File: src/sv/lpmf_pkg.sv
// Types and constants shared by the line pattern match filter.
`timescale 1ns / 1ps

package lpmf_pkg;

	// Input item kinds.
	localparam logic [1:0] MODE_CHAR     = 2'd0;
	localparam logic [1:0] MODE_EOL      = 2'd1;
	localparam logic [1:0] MODE_NEW_FILE = 2'd2;

	localparam logic [7:0] NEWLINE_BYTE = 8'h0A;

	// Configuration register indexes.
	localparam int unsigned CFG_ADDR_W = 3;
	localparam logic [CFG_ADDR_W-1:0] REG_PATTERN_LOW    = 3'd0;
	localparam logic [CFG_ADDR_W-1:0] REG_PATTERN_HIGH   = 3'd1;
	localparam logic [CFG_ADDR_W-1:0] REG_PATTERN_LENGTH = 3'd2;
	localparam logic [CFG_ADDR_W-1:0] REG_FILTER_MODE    = 3'd3;
	localparam logic [CFG_ADDR_W-1:0] REG_FILTER_VALUE   = 3'd4;
	localparam logic [CFG_ADDR_W-1:0] REG_ONLY_MATCHES   = 3'd5;
	localparam int unsigned CFG_DATA_W = 64;

	// Filter comparison modes; the unused codes pass every line.
	localparam logic [2:0] FILT_NONE = 3'd0;
	localparam logic [2:0] FILT_GT   = 3'd1;
	localparam logic [2:0] FILT_LT   = 3'd2;
	localparam logic [2:0] FILT_EQ   = 3'd3;
	localparam logic [2:0] FILT_GE   = 3'd4;
	localparam logic [2:0] FILT_LE   = 3'd5;

	localparam logic [11:0] COUNT_MAX = 12'hFFF;
	localparam logic [31:0] LINE_MAX  = 32'hFFFF_FFFF;

	typedef struct packed {
		logic [1:0] mode;
		logic [7:0] char_byte;
	} in_beat_t;

	typedef struct packed {
		logic        match_here;
		logic        line_done;
		logic        line_passed;
		logic [11:0] match_count;
		logic [31:0] line_number;
	} out_beat_t;

endpackage

File: src/sv/line_pattern_match_filter.sv
// Line pattern match filter: counts non-overlapping pattern hits per text line.
`timescale 1ns / 1ps

// The block takes one text beat per clock cycle, with no bubbles while the
// output is not stalled, since each beat is handled in a single pass: an
// accepted beat lands in an input register, and from there a parallel compare
// of the newest window bytes against the configured pattern, together with
// the per-line counters, produces the result into an output register. The
// result register is loaded as the beat leaves the input register. While a
// finished result waits on a stalled output, the input register still takes
// one more beat and holds it; a held beat that owes a result then blocks the
// input until the output drains. A character beat yields a result carrying
// match_here; an end-of-line beat (or the byte 0x0A) yields the line's hit
// count, its one-based line number and the filter verdict. A new-file beat
// yields no result and restarts counting, and an unused mode code is dropped
// without effect. Matches are leftmost and non-overlapping: after a hit the
// window has to fill again before the next compare. The hit count saturates
// at 4095 and the line number at its 32-bit maximum. There is no clearing
// pass after reset. Configuration is written through a plain write port and
// must only change while the block is idle; pattern lengths above PATTERN_MAX
// act as PATTERN_MAX and a length of zero never matches.
module line_pattern_match_filter
	import lpmf_pkg::*;
#(
	parameter int unsigned PATTERN_MAX = 16
) (
	input  logic                  clk,
	input  logic                  arst_n,
	// Configuration write port.
	input  logic                  cfg_we,
	input  logic [CFG_ADDR_W-1:0] cfg_addr,
	input  logic [CFG_DATA_W-1:0] cfg_wdata,
	// Text input channel.
	input  logic                  in_valid,
	output logic                  in_ready,
	input  in_beat_t              in_data,
	// Result channel.
	output logic                  out_valid,
	input  logic                  out_ready,
	output out_beat_t             out_data
);

	// Width able to hold a length from zero up to PATTERN_MAX.
	localparam int unsigned LW = $clog2(PATTERN_MAX + 1);
	// Flattened pattern, widened so positions past the 16 stored bytes read as zero.
	localparam int unsigned PAT_BYTES = (PATTERN_MAX > 16) ? PATTERN_MAX : 16;
	localparam int unsigned PW = PAT_BYTES * 8;

	// Configuration registers.
	logic [63:0] pat_lo_q;
	logic [63:0] pat_hi_q;
	logic [4:0]  plen_q;
	logic [2:0]  fmode_q;
	logic [12:0] fval_q;
	logic        only_q;

	// Scan state.
	logic [7:0]  recent_q [PATTERN_MAX];
	logic [LW-1:0] fill_q;
	logic [11:0] match_cnt_q;
	logic [31:0] line_cnt_q;

	// Input stage and result stage.
	logic      valid_s1;
	in_beat_t  data_s1;
	logic      res_valid_s2;
	out_beat_t res_s2;

	// Stage-one decode and datapath.
	logic          s1_char;
	logic          s1_eol;
	logic          s1_new_file;
	logic          s1_has_result;
	logic          s1_go;
	logic [LW-1:0] len_eff;
	logic [LW-1:0] fill_inc;
	logic [PW-1:0] pat_flat;
	logic [7:0]    pat_arr [PAT_BYTES];
	logic [7:0]    win [PATTERN_MAX];
	logic [PATTERN_MAX-1:0] pos_ok;
	logic          s1_hit;
	logic          s1_pass;
	logic [31:0]   line_next;
	out_beat_t     res_next;

	// ------------------------------------------------------------------
	// Configuration registers. Writes to indexes past the list are ignored.
	// ------------------------------------------------------------------
	always_ff @(posedge clk or negedge arst_n) begin
		if (!arst_n) begin
			pat_lo_q <= '0;
			pat_hi_q <= '0;
			plen_q   <= 5'd1;
			fmode_q  <= FILT_NONE;
			fval_q   <= '0;
			only_q   <= 1'b0;
		end else if (cfg_we) begin
			unique case (cfg_addr)
				REG_PATTERN_LOW:    pat_lo_q <= cfg_wdata;
				REG_PATTERN_HIGH:   pat_hi_q <= cfg_wdata;
				REG_PATTERN_LENGTH: plen_q   <= cfg_wdata[4:0];
				REG_FILTER_MODE:    fmode_q  <= cfg_wdata[2:0];
				REG_FILTER_VALUE:   fval_q   <= cfg_wdata[12:0];
				REG_ONLY_MATCHES:   only_q   <= cfg_wdata[0];
				default: begin
				end
			endcase
		end
	end

	// ------------------------------------------------------------------
	// Handshake. A beat leaves stage one when it makes no result, or when
	// the result register is empty or being drained this cycle. The input
	// register refills in the same cycle it empties.
	// ------------------------------------------------------------------
	assign s1_go    = valid_s1 && (!s1_has_result || !res_valid_s2 || out_ready);
	assign in_ready = !valid_s1 || s1_go;

	always_ff @(posedge clk or negedge arst_n) begin
		if (!arst_n) begin
			valid_s1 <= 1'b0;
		end else if (in_ready) begin
			valid_s1 <= in_valid;
		end
	end

	always_ff @(posedge clk) begin
		if (in_ready && in_valid) begin
			data_s1 <= in_data;
		end
	end

	// ------------------------------------------------------------------
	// Beat decode. A newline byte inside a character beat ends the line.
	// ------------------------------------------------------------------
	always_comb begin
		s1_char     = (data_s1.mode == MODE_CHAR) && (data_s1.char_byte != NEWLINE_BYTE);
		s1_eol      = (data_s1.mode == MODE_EOL) ||
		              ((data_s1.mode == MODE_CHAR) && (data_s1.char_byte == NEWLINE_BYTE));
		s1_new_file = (data_s1.mode == MODE_NEW_FILE);
		s1_has_result = s1_char || s1_eol;
	end

	// ------------------------------------------------------------------
	// Window compare. The window as it stands after taking this byte has
	// the new byte at position 0. Position k holds the byte that must equal
	// pattern byte (length - 1 - k); positions at or past the length are
	// don't-cares.
	// ------------------------------------------------------------------
	assign pat_flat = PW'({pat_hi_q, pat_lo_q});

	always_comb begin
		for (int i = 0; i < PAT_BYTES; i++) begin
			pat_arr[i] = pat_flat[8*i +: 8];
		end
	end

	always_comb begin
		if (32'(plen_q) > 32'(PATTERN_MAX)) begin
			len_eff = LW'(PATTERN_MAX);
		end else begin
			len_eff = LW'(plen_q);
		end
	end

	always_comb begin
		win[0] = data_s1.char_byte;
		for (int k = 1; k < PATTERN_MAX; k++) begin
			win[k] = recent_q[k-1];
		end
	end

	always_comb begin
		for (int k = 0; k < PATTERN_MAX; k++) begin
			pos_ok[k] = 1'b1;
			for (int i = 0; i < PATTERN_MAX; i++) begin
				if (k + i + 1 == int'(len_eff)) begin
					pos_ok[k] = (win[k] == pat_arr[i]);
				end
			end
		end
	end

	// The fill count stops at the length, so adding one never overflows.
	assign fill_inc = (fill_q < len_eff) ? (fill_q + LW'(1)) : fill_q;
	assign s1_hit   = (len_eff != '0) && (fill_inc >= len_eff) && (&pos_ok);

	// ------------------------------------------------------------------
	// Line verdict on the count before this end of line clears it.
	// ------------------------------------------------------------------
	always_comb begin
		if (only_q) begin
			s1_pass = (match_cnt_q != '0);
		end else begin
			case (fmode_q)
				FILT_GT: s1_pass = {1'b0, match_cnt_q} >  fval_q;
				FILT_LT: s1_pass = {1'b0, match_cnt_q} <  fval_q;
				FILT_EQ: s1_pass = {1'b0, match_cnt_q} == fval_q;
				FILT_GE: s1_pass = {1'b0, match_cnt_q} >= fval_q;
				FILT_LE: s1_pass = {1'b0, match_cnt_q} <= fval_q;
				default: s1_pass = 1'b1;
			endcase
		end
	end

	assign line_next = (line_cnt_q != LINE_MAX) ? (line_cnt_q + 32'd1) : line_cnt_q;

	always_comb begin
		res_next = '0;
		if (s1_char) begin
			res_next.match_here = s1_hit;
		end else begin
			res_next.line_done   = 1'b1;
			res_next.line_passed = s1_pass;
			res_next.match_count = match_cnt_q;
			res_next.line_number = line_next;
		end
	end

	// ------------------------------------------------------------------
	// Scan state update, one beat per cycle while beats leave stage one.
	// ------------------------------------------------------------------
	always_ff @(posedge clk or negedge arst_n) begin
		if (!arst_n) begin
			for (int k = 0; k < PATTERN_MAX; k++) begin
				recent_q[k] <= '0;
			end
			fill_q      <= '0;
			match_cnt_q <= '0;
			line_cnt_q  <= '0;
		end else if (s1_go) begin
			if (s1_char) begin
				for (int k = 0; k < PATTERN_MAX; k++) begin
					recent_q[k] <= win[k];
				end
				if (s1_hit) begin
					fill_q <= '0;
					if (match_cnt_q != COUNT_MAX) begin
						match_cnt_q <= match_cnt_q + 12'd1;
					end
				end else begin
					fill_q <= fill_inc;
				end
			end else if (s1_eol || s1_new_file) begin
				for (int k = 0; k < PATTERN_MAX; k++) begin
					recent_q[k] <= '0;
				end
				fill_q      <= '0;
				match_cnt_q <= '0;
				line_cnt_q  <= s1_eol ? line_next : '0;
			end
		end
	end

	// ------------------------------------------------------------------
	// Result register.
	// ------------------------------------------------------------------
	always_ff @(posedge clk or negedge arst_n) begin
		if (!arst_n) begin
			res_valid_s2 <= 1'b0;
		end else if (s1_go && s1_has_result) begin
			res_valid_s2 <= 1'b1;
		end else if (out_ready) begin
			res_valid_s2 <= 1'b0;
		end
	end

	always_ff @(posedge clk) begin
		if (s1_go && s1_has_result) begin
			res_s2 <= res_next;
		end
	end

	assign out_valid = res_valid_s2;
	assign out_data  = res_s2;

	// ------------------------------------------------------------------
	// Assertions.
	// ------------------------------------------------------------------
	// A hit empties the window and leaves a nonzero hit count behind.
	assert property (@(posedge clk) disable iff (!arst_n)
		(s1_go && s1_char && s1_hit) |=> (fill_q == '0 && match_cnt_q != '0))
		else $error("window or count wrong after a hit");

	// An end of line leaves the window empty and the count cleared.
	assert property (@(posedge clk) disable iff (!arst_n)
		(s1_go && s1_eol) |=> (fill_q == '0 && match_cnt_q == '0))
		else $error("line state not cleared at end of line");

	// A new-file beat restarts line numbering and never produces a result beat.
	assert property (@(posedge clk) disable iff (!arst_n)
		(s1_go && s1_new_file) |=> (line_cnt_q == '0 &&
		res_valid_s2 == ($past(res_valid_s2) && !$past(out_ready))))
		else $error("new-file beat handled wrong");

	// An empty input register always takes a beat.
	assert property (@(posedge clk) disable iff (!arst_n)
		!valid_s1 |-> in_ready)
		else $error("input stalled with empty input register");

endmodule

File: config.mk
export PLATFORM = sky130hd
export DESIGN_NAME = line_pattern_match_filter
export DESIGN_NICKNAME = d
export VERILOG_FILES = /design/src/sv/lpmf_pkg.sv /design/src/sv/line_pattern_match_filter.sv
export SDC_FILE = /design/constraint.sdc
export NUM_CORES = 1
export LEC_CHECK = 0
export BUFFER_PORTS_ARGS = -buffer_cell sky130_fd_sc_hd__buf_2
export CORE_ASPECT_RATIO = 1.4
export CORE_MARGIN = 8
export CORE_UTILIZATION = 45
export CTS_CLUSTER_SIZE = 14
export DETAILED_ROUTE_END_ITERATION = 8
export PLACE_DENSITY_LB_ADDON = 0.3
export SLEW_MARGIN = 20
export SYNTH_ARGS = -nofsm -noshare
export SYNTH_HDL_FRONTEND = slang
export SYNTH_SLANG_ARGS = --single-unit
File: constraint.sdc
create_clock -name clk -period 12 [get_ports clk]
set_input_delay 0 -clock clk [delete_from_list [all_inputs] [get_ports clk]]
set_output_delay 0 -clock clk [all_outputs]
set_load 0.02 [all_outputs]
==> results of run 1 <==
## placed cells by master (no fill, tap or decap), types with 8 or more instances in the layout
master	instances
sky130_fd_sc_hd__o31ai_1	21
sky130_fd_sc_hd__and2_1	15
sky130_fd_sc_hd__nand2b_1	20
sky130_fd_sc_hd__inv_1	46
sky130_fd_sc_hd__nor2_1	68
sky130_fd_sc_hd__ha_1	25
sky130_fd_sc_hd__mux2_2	132
sky130_fd_sc_hd__a21oi_1	30
sky130_fd_sc_hd__nor3_1	34
sky130_fd_sc_hd__xnor2_1	440
sky130_fd_sc_hd__nand2_1	301
sky130_fd_sc_hd__clkinv_2	14
sky130_fd_sc_hd__buf_4	144
sky130_fd_sc_hd__dfrtp_1	319
sky130_fd_sc_hd__nand4_1	139
sky130_fd_sc_hd__clkbuf_16	40
sky130_fd_sc_hd__nor4_1	172
sky130_fd_sc_hd__nor2b_1	22
sky130_fd_sc_hd__nand3_1	60
sky130_fd_sc_hd__a31oi_1	22
sky130_fd_sc_hd__o22ai_1	8
sky130_fd_sc_hd__dlygate4sd3_1	81
sky130_fd_sc_hd__xor2_1	654
sky130_fd_sc_hd__buf_2	129
sky130_fd_sc_hd__edfxtp_1	57
sky130_fd_sc_hd__and3_1	23
sky130_fd_sc_hd__o21ai_0	203
## critical path, stage by stage, from the launching register on
cell	delay, ps
sky130_fd_sc_hd__dfrtp_1	780
sky130_fd_sc_hd__nand2b_1	330
sky130_fd_sc_hd__ha_1	350
sky130_fd_sc_hd__o21a_1	110
sky130_fd_sc_hd__o21a_1	160
sky130_fd_sc_hd__o21ai_0	140
sky130_fd_sc_hd__nand2b_1	70
sky130_fd_sc_hd__a21oi_1	510
sky130_fd_sc_hd__mux2_2	420
sky130_fd_sc_hd__ha_1	280
sky130_fd_sc_hd__a21o_1	110
sky130_fd_sc_hd__a21o_1	120
sky130_fd_sc_hd__a21o_1	110
sky130_fd_sc_hd__a21oi_1	80
sky130_fd_sc_hd__nor4_1	280
sky130_fd_sc_hd__o21ai_1	140
sky130_fd_sc_hd__or3_1	530
sky130_fd_sc_hd__o32a_1	380
sky130_fd_sc_hd__o21ai_0	70
## power groups by stage
stage / sequential (µW) / combinational (µW) / clock, µW
floorplan: 1520 / 1370 / 0
global placement: 1740 / 1810 / 0
detailed placement: 1740 / 1820 / 0
CTS: 1720 / 1850 / 1330
global route: 1740 / 2030 / 1370
finish: 1740 / 1950 / 1300
## timing repair
action | CTS | global route
setup endpoints to repair | 0 | 0
hold buffers | 82 | 0
hold endpoints to repair | 215 | 0
resized for setup | 0 | 0
## kinds of logic after synthesis
logic type,after synthesis,synth area share
xor+xnor,1095,0.318
simple gates,908,0.157
buf+inv,436,0.0668
flops,378,0.323
compound gates,368,0.0742
mux,133,0.0497
fa+ha+maj,25,0.0104
## stage by stage
stage / util / total power [µW] / setup slack (ps) / instance area (µm²) / std cells
after global routing: 0.503 / 5130 / 6500 / 33400 / 4241
after global placement: 0.469 / 3550 / 7070 / 31200 / 4083
after detailed placement: 0.469 / 3560 / 7000 / 31200 / 4083
after CTS: 0.502 / 4900 / 6950 / 33300 / 4238
final: 0.503 / 5000 / 6920 / 33400 / 4244
after floorplan: - / 2890 / 7860 / 30100 / 3343
## Yosys cell counts (23+ instances only)
master / n
sky130_fd_sc_hd__edfxtp_1: 57
sky130_fd_sc_hd__buf_1: 25
sky130_fd_sc_hd__a21oi_1: 30
sky130_fd_sc_hd__nand2_1: 301
sky130_fd_sc_hd__xnor2_1: 441
sky130_fd_sc_hd__nor2_1: 70
sky130_fd_sc_hd__clkbuf_1: 143
sky130_fd_sc_hd__ha_1: 25
sky130_fd_sc_hd__xor2_1: 654
sky130_fd_sc_hd__mux2_2: 132
sky130_fd_sc_hd__and3_1: 23
sky130_fd_sc_hd__nor3_1: 38
sky130_fd_sc_hd__nand4_1: 139
sky130_fd_sc_hd__nand3_1: 60
sky130_fd_sc_hd__dfrtp_1: 320
sky130_fd_sc_hd__o21ai_0: 203
sky130_fd_sc_hd__nor2b_1: 23
sky130_fd_sc_hd__inv_1: 47
sky130_fd_sc_hd__nor4_1: 174
sky130_fd_sc_hd__buf_2: 191
## state kept, by name, summed over array words and instances (netlist names)
| signal | flops |
|---|---|
| line_cnt_q | 32 |
| pat_hi_q | 64 |
| fill_q | 5 |
| data_s1 | 10 |
| valid_s1 | 1 |
| fval_q | 13 |
| recent_q | 120 |
| match_cnt_q | 12 |
| pat_lo_q | 64 |
| fmode_q | 3 |
| only_q | 1 |
| out_valid | 1 |
| out_data | 47 |
| plen_q | 5 |
## worst min-delay path by stage
stage / start / slack (ps) / endpoint / cells past startpoint
2_1_floorplan: arst_n / -300 / fill_q[0]$_DFFE_PN0P_ / 0
3_3_place_gp: arst_n / -20 / pat_hi_q[5]$_DFFE_PN0P_ / 1
3_5_place_dp: arst_n / -20 / pat_lo_q[9]$_DFFE_PN0P_ / 1
4_1_cts: arst_n / 30 / recent_q[82]$_DFFE_PN0P_ / 3
5_1_grt: arst_n / 80 / recent_q[82]$_DFFE_PN0P_ / 3
6_report: arst_n / 60 / recent_q[82]$_DFFE_PN0P_ / 3
## layout make-up
class                           instances  area (µm²)  area share
Antenna cell                            3        7.51    0.000225
Clock buffer                           53        1110      0.0332
Clock inverter                         20         219     0.00655
Inverter                               48         181     0.00543
Multi-Input combinational cell       2529       18500       0.553
Sequential cell                       378        9750       0.292
Tap cell                              855        1070      0.0320
Timing Repair Buffer                  358        2600      0.0778
## per-layer routing
layer / share of wire / GRT usage / vias to the layer above
li1: - / - / 11300
met1: 0.36 / 0.408 / 13100
met3: 0.11 / 0.103 / 690
met5: 0.00029 / 0 / -
met2: 0.44 / 0.546 / 1918
met4: 0.093 / 0.269 / 2
==> results by stage, run 1 <==
Drt:
- The via density per instance is 6.35.
- The routed wire length is 137000 µm.
- After detailed routing, the average wire length per cell comes to approximately 32 µm.
- The residual antenna-violating net count after detailed routing is 0.
- For this block, the via count after detailed routing is 27000.
- The first-pass iteration count of the detailed router is 5.
- In the routed design, unresolved DRC markers number 0.
- The DRC marker count from the first detailed-route iteration is 3565.

Die:
- The top-level port count is between 100 and 150.
- The vertical die dimension is 322 µm.
- The number of placement rows is ~110.
- The floorplan die area is 75600 µm².
- The area of the core region is about 66000 µm².
- The initial standard-cell utilization of the core is 0.454.
- The horizontal die dimension is 235 µm.

Placement:
- The count of buffers added on input and output ports is 130.
- The routability-driven placement congestion ratio is 1.07.
- The wire-length estimate of the detail-placed layout is 89000 µm.

Clocking:
- The setup fix buffers added after clock tree synthesis is 0.
- TritonCTS built the clock tree.
- The maximum clock insertion buffer count is 3.
- The source-to-sink clock delay at the later pin of the worst-skew pair is about 600 ps.
- The clock drives approximately 380 sinks.
- After clock tree synthesis, the clock-pin slew on the worst setup and hold paths is 80 ps.
- The H-tree was split into 2 levels.
- Clock tree synthesis inserted a total of 40 buffers.
- The clock root buffer is sky130_fd_sc_hd__clkbuf_16.

Logic synthesis:
- The yosys synthesis warning count is 0.
- The synthesized netlist contains 76 unique library cells.
- The cell type with the highest aggregate area in the netlist is sky130_fd_sc_hd__dfrtp_1.
- The number of nets produced by synthesis is 3450.
- After synthesis, the mean cell area works out to 9.01 µm².
- The proportion of register bits with asynchronous set or reset after synthesis is 0.849.
- The synthesized area is between 30000 and 40000 µm².
- The number of synthesized register bits is 378.
- The synthesized design contains 57 enable-type register cells.
- The flip-flop cell with the highest count after synthesis is sky130_fd_sc_hd__dfrtp_1.
- Of the synthesized area, sequential elements account for 0.323.
- Of the post-synthesis cell area, the dominant cell type holds 0.266.
- In the post-synthesis netlist, the biggest area contributors are sky130_fd_sc_hd__dfrtp_1 (27%), sky130_fd_sc_hd__xor2_1 (19%), sky130_fd_sc_hd__xnor2_1 (13%), sky130_fd_sc_hd__edfxtp_1 (5.7%), sky130_fd_sc_hd__mux2_2 (4.9%).
- After technology mapping, the gate count stands at 3343.

Power:
- Of the total power, the share spent switching nets is 0.416.
- Summed over all cells, the static leakage comes to ~0.014 µW.
- Cell internal power was estimated by the tool at about 2900 µW.
- Of the total power, the clock network draws 0.261.
- The part of the power in registers is 0.349.
- Of the total power, combinational logic draws 0.390.
- The power dissipated by switching net loads is approximately 2100 µW.
- The worst IR drop on VDD is 117 µV.
- The power per unit of standard cell area is 150 nW/µm².

Run:
- Max-cap violations in this run came to 0.

GRT:
- The overall track demand over capacity in global routing is 0.351.
- The number of global-route vias before repair is between 20000 and 30000.
- The total grt overflow is 0.
- The initial antenna violation count is 2.
- The first-pass GRT wire length is 195000 µm.
- The largest net degree at the start of global routing is between 70 and 80.

Setup path:
- The worst setup path is captured at a register.
- At the worst endpoint, the arrival time is around 5600 ps.
- The required time at the worst-slack endpoint is 12490 ps.
- The internal reg-to-reg setup slack is 6920 ps.
- The most critical setup path has its endpoint at match_cnt_q[1]$_DFFE_PN0P_.
- In this run the worst path has a maximum fanout of 20.
- The destination of the worst register-to-register timing path is match_cnt_q[1]$_DFFE_PN0P_.
- The worst setup path is of the register to register kind.
- The worst setup path is launched from a register.
- The first element of the critical path is plen_q[1]$_DFFE_PN0P_.
- The origin of the critical flop-to-flop path is plen_q[1]$_DFFE_PN0P_.
- For the worst flop-to-flop path, the logic depth is 18.

Timing:
- The worst pin sits at a relative slew slack of 0.231.
- For the pin with the worst max-slew slack, the measured transition is 1150 ps.
- The final clock skew is 26.7 ps.
- The portion of the clock cycle consumed by the worst path in the final layout is 0.424.
- The number of endpoints with negative hold slack in the final report came to 0.
- The post-route worst hold slack is 56.4 ps.
- The minimum clock period is 5080 ps.
- Setup repair after global routing left no endpoint under its margin.
- The final-report setup violation count is 0.
- The top achievable clock speed is slightly below 200 MHz.
- The sum of negative setup slack is 0 ps.
- The number of max-slew violations in the final report is 0.

Finish:
- At the end of the flow, the number of nets in the layout was 3462.
- The fraction of layout cells with a size suffix above 1 is 0.150.
- The area added between synthesis and finish is 10.9%.
- Fill cells in the final layout number 6345.

Worst hold path:
- The worst hold-check path type is input pin to asynchronous set/reset pin.

Outcome:
- The run finished with clean final reports.
Note: power is estimated with default switching activity, not from simulation.
==> run 2, diff against run 1 <==
==> constraint.sdc (replaced) <==
create_clock -name clk -period 4.65 [get_ports clk]
set_input_delay 0 -clock clk [delete_from_list [all_inputs] [get_ports clk]]
set_output_delay 0 -clock clk [all_outputs]
set_load 0.02 [all_outputs]
==> results by stage, run 2 (synthesis gave the netlist of run 1 again) <==
Power:
- The power dissipated by switching net loads came to 5480 µW (+160%).
- The net switching fraction of the power is 0.411 (-0.00535).
- The static power due to leakage is 0.0145 µW (+3.4%).
- The clock network power share came to 0.272 (+0.011).
- The power per unit of standard cell area is 389 nW/µm² (+160%).
- The overall power consumption is 13300 µW (+170%).
- The internal power of the cells is 7850 µW (+170%).
- The worst IR drop on VDD is 262 µV (+120%).
- The part of the power in registers was 0.374 (+0.025).
- The part of the power in combinational logic is 0.354 (-0.036).

Drt:
- The remaining design rule violation count came to 0 (unchanged).
- The first-pass iteration count of the detailed router was 5 (unchanged).
- The total number of vias is 27600 (+2.3%).
- The average routed wire per standard cell came to 31.7 µm (-1.6%).
- The via density per instance came to 6.36 (+0.20%).
- The routed wire length was 137000 µm (+0.54%).
- The residual antenna-violating net count after detailed routing is 0 (unchanged).
- The DRC marker count from the first detailed-route iteration is 3670 (+2.9%).

Timing:
- The final-report setup violation count came to 3 (+3).
- The top achievable clock speed was 213 MHz (+8.1%).
- The final clock skew was 22.9 ps (-3.81 ps).
- The number of endpoints with negative hold slack in the final report is 0 (unchanged).
- The least setup slack across all paths after layout is -53.7 ps (-6970 ps).
- The relative slew slack is 0.0476 (-0.183).
- The portion of the clock cycle consumed by the worst path in the final layout was 1.01 (+0.588).
- The sum of negative setup slack came to -109 ps (-109 ps).
- The minimum clock period was 4700 ps (-381 ps).
- The number of max-slew violations in the final report is 0 (unchanged).
- The post-route worst hold slack is 6.94 ps (-49.5 ps).
- The actual slew at the worst max-slew pin came to 1410 ps (+260 ps).
- Setup repair after global routing left no endpoint under its margin.

Die:
- The area of the core region came to 66400 µm² (unchanged).
- The top-level port count was 131 (unchanged).
- The number of placement rows is 112 (unchanged).
- The vertical die dimension came to 322 µm (unchanged).
- The horizontal die dimension was 235 µm (unchanged).
- The floorplan die area is 75600 µm² (unchanged).
- The initial standard-cell utilization of the core is 0.454 (unchanged).

Clocking:
- The H-tree depth is 2 (unchanged).
- The CTS tree is done.
- The source-to-sink clock delay at the later pin of the worst-skew pair is 630 ps (+40 ps).
- The clock transition at the register clock pins on the worst setup and hold paths after CTS came to 60 ps (-20 ps).
- The clock root buffer is sky130_fd_sc_hd__clkbuf_16.
- The setup fix buffers added after clock tree synthesis came to 0 (unchanged).
- The clock buffer count from CTS is 41 (+2.5%).
- The clock sink count is 378 (unchanged).
- The maximum clock insertion buffer count came to 3 (unchanged).

Setup path:
- The signal on the critical path passes through xor2_1, nor4_1, nand4_1, o21ai_0, o211ai_1, a211oi_1, nand4_1, or3_1, o32a_1, o21ai_0.
- The top cell family by delay on the critical path is compound AO/OA/AOI/OAI gates.
- The count of buffering cells on the critical path with inverters included is 0 (unchanged).
- The standard cell with the maximum stage delay on the critical path is sky130_fd_sc_hd__o21ai_0.
- The element type at the critical path start is a register.
- The nature of the critical path endpoint is a register.
- The maximum fanout encountered on the critical timing path is 8 (-60%).
- The data arrival time at the worst-slack endpoint is 5230 ps (-350 ps).
- The critical path is of the register to register type.
- The required time at the worst-slack endpoint is 5180 ps (-7310 ps).
- The stage delay of the slowest cell on the critical path came to 1130 ps (+350 ps).

Placement:
- The quantity of I/O buffers inserted on ports is 130 (unchanged).
- The routability-driven placement congestion ratio is 1.16 (+8.2%).
- The worst slack after detailed placement is 577 ps (-6430 ps).
- The post-DP HPWL is 95700 µm (+7.5%).

Finish:
- Relative to the synthesized area, the layout overhead comes to 13.7%.
- The fraction of layout cells with a size suffix above 1 is 0.170 (+0.0196).
- The number of flip-flops under the largest register name came to 120 (unchanged).
- Leaving out fill and tap cells, the most frequent cell in the layout is sky130_fd_sc_hd__xor2_1.
- The library cells used most frequently in the layout, excluding fill and tap cells, are sky130_fd_sc_hd__xor2_1 (654), sky130_fd_sc_hd__xnor2_1 (440), sky130_fd_sc_hd__dfrtp_1 (318), sky130_fd_sc_hd__nand2_1 (301), sky130_fd_sc_hd__buf_4 (220).
- recent_q holds more flip-flops than any other register.
- The number of nets in the layout is 3548 (+2.5%).
- The largest registers in the layout are recent_q x120, pat_hi_q x64, pat_lo_q x64.
- The share of the core filled with cells is 0.516 (+0.0127).

GRT:
- The first-pass GRT wire length is 197000 µm (+0.74%).
- The number of global-route vias before repair was 27000 (+2.0%).
- The total grt overflow is 0 (unchanged).
- The largest net degree at the start of global routing was 132 (+67%).
- The overall track demand over capacity in global routing is 0.354 (+0.00282).
- The initial antenna violation count is 6 (+4).

Outcome:
- The run finished, with violations left.
- The checks that failed: negative setup slack.

Worst hold path:
- The worst hold-check path type is input pin to asynchronous set/reset pin.

Run:
- The number of max-capacitance violations reported was 0 (unchanged).
[run 2: cell types whose count changed in the layout (fill, tap and decap cells not counted), sizes merged, moves of 3 or more]
| cell | delta |
|---|---|
| clkinv | -6 |
| clkinvlp | +3 |
| dlygate4sd3 | +5 |
| buf | +81 |
| inv | +4 |
| diode | +3 |
[run 2: layout make-up]
cell class	count	area, µm²
diodes	6	15.0
clock buffers	53	1150
clock inverters	22	314
fillers	6222	32200
inverters	48	181
multi-input cells	2529	18500
flip-flops and latches	378	9750
well taps	855	1070
repair buffers	443	3310
[run 2: final timing paths]
path                                          start                          to  slack [ps]  cells after the start
hold reg to reg             recent_q[8]$_DFFE_PN0P_     recent_q[8]$_DFFE_PN0P_         510                      2
setup / recovery           pat_lo_q[54]$_DFFE_PN0P_  match_cnt_q[1]$_DFFE_PN0P_         -50                     10
hold / removal                               arst_n  match_cnt_q[8]$_DFFE_PN0P_           7                      2
min in group clk                         in_data[9]        data_s1[9]$_DFFE_PP_         110                      2
setup reg to reg           pat_lo_q[54]$_DFFE_PN0P_  match_cnt_q[1]$_DFFE_PN0P_         -50                     10
max in group asynchronous                    arst_n    pat_lo_q[26]$_DFFE_PN0P_        3410                      3
[run 2: timing repair]
item	CTS	global route
hold buffers	86	0
gates resized for setup	0	3
endpoints found under the setup margin	0	17
endpoints found under the hold margin	267	0
[run 2: power by group through the flow]
stage	registers [µW]	clock network, µW	logic [µW]
after floorplan	3930	0	3530
after global placement	4890	0	4390
after detailed placement	4900	0	4430
after CTS	4840	3660	4520
after global routing	4930	3780	4990
final	4980	3620	4720
[run 2: stage by stage]
step	area (µm²)	instances
detailed placement	31900	4167
floorplan	30100	3343
finish	34300	4334
CTS	34200	4328
global route	34200	4328
global placement	31900	4167
[run 2: metal layers]
layer / vias to the layer above / global-route usage / routed length, µm
li1: 11500 / - / -
met1: 13300 / 0.409 / 48200
met2: 2056 / 0.554 / 60200
met3: 758 / 0.100 / 15600
met4: 2 / 0.273 / 13500
met5: - / 0 / 11
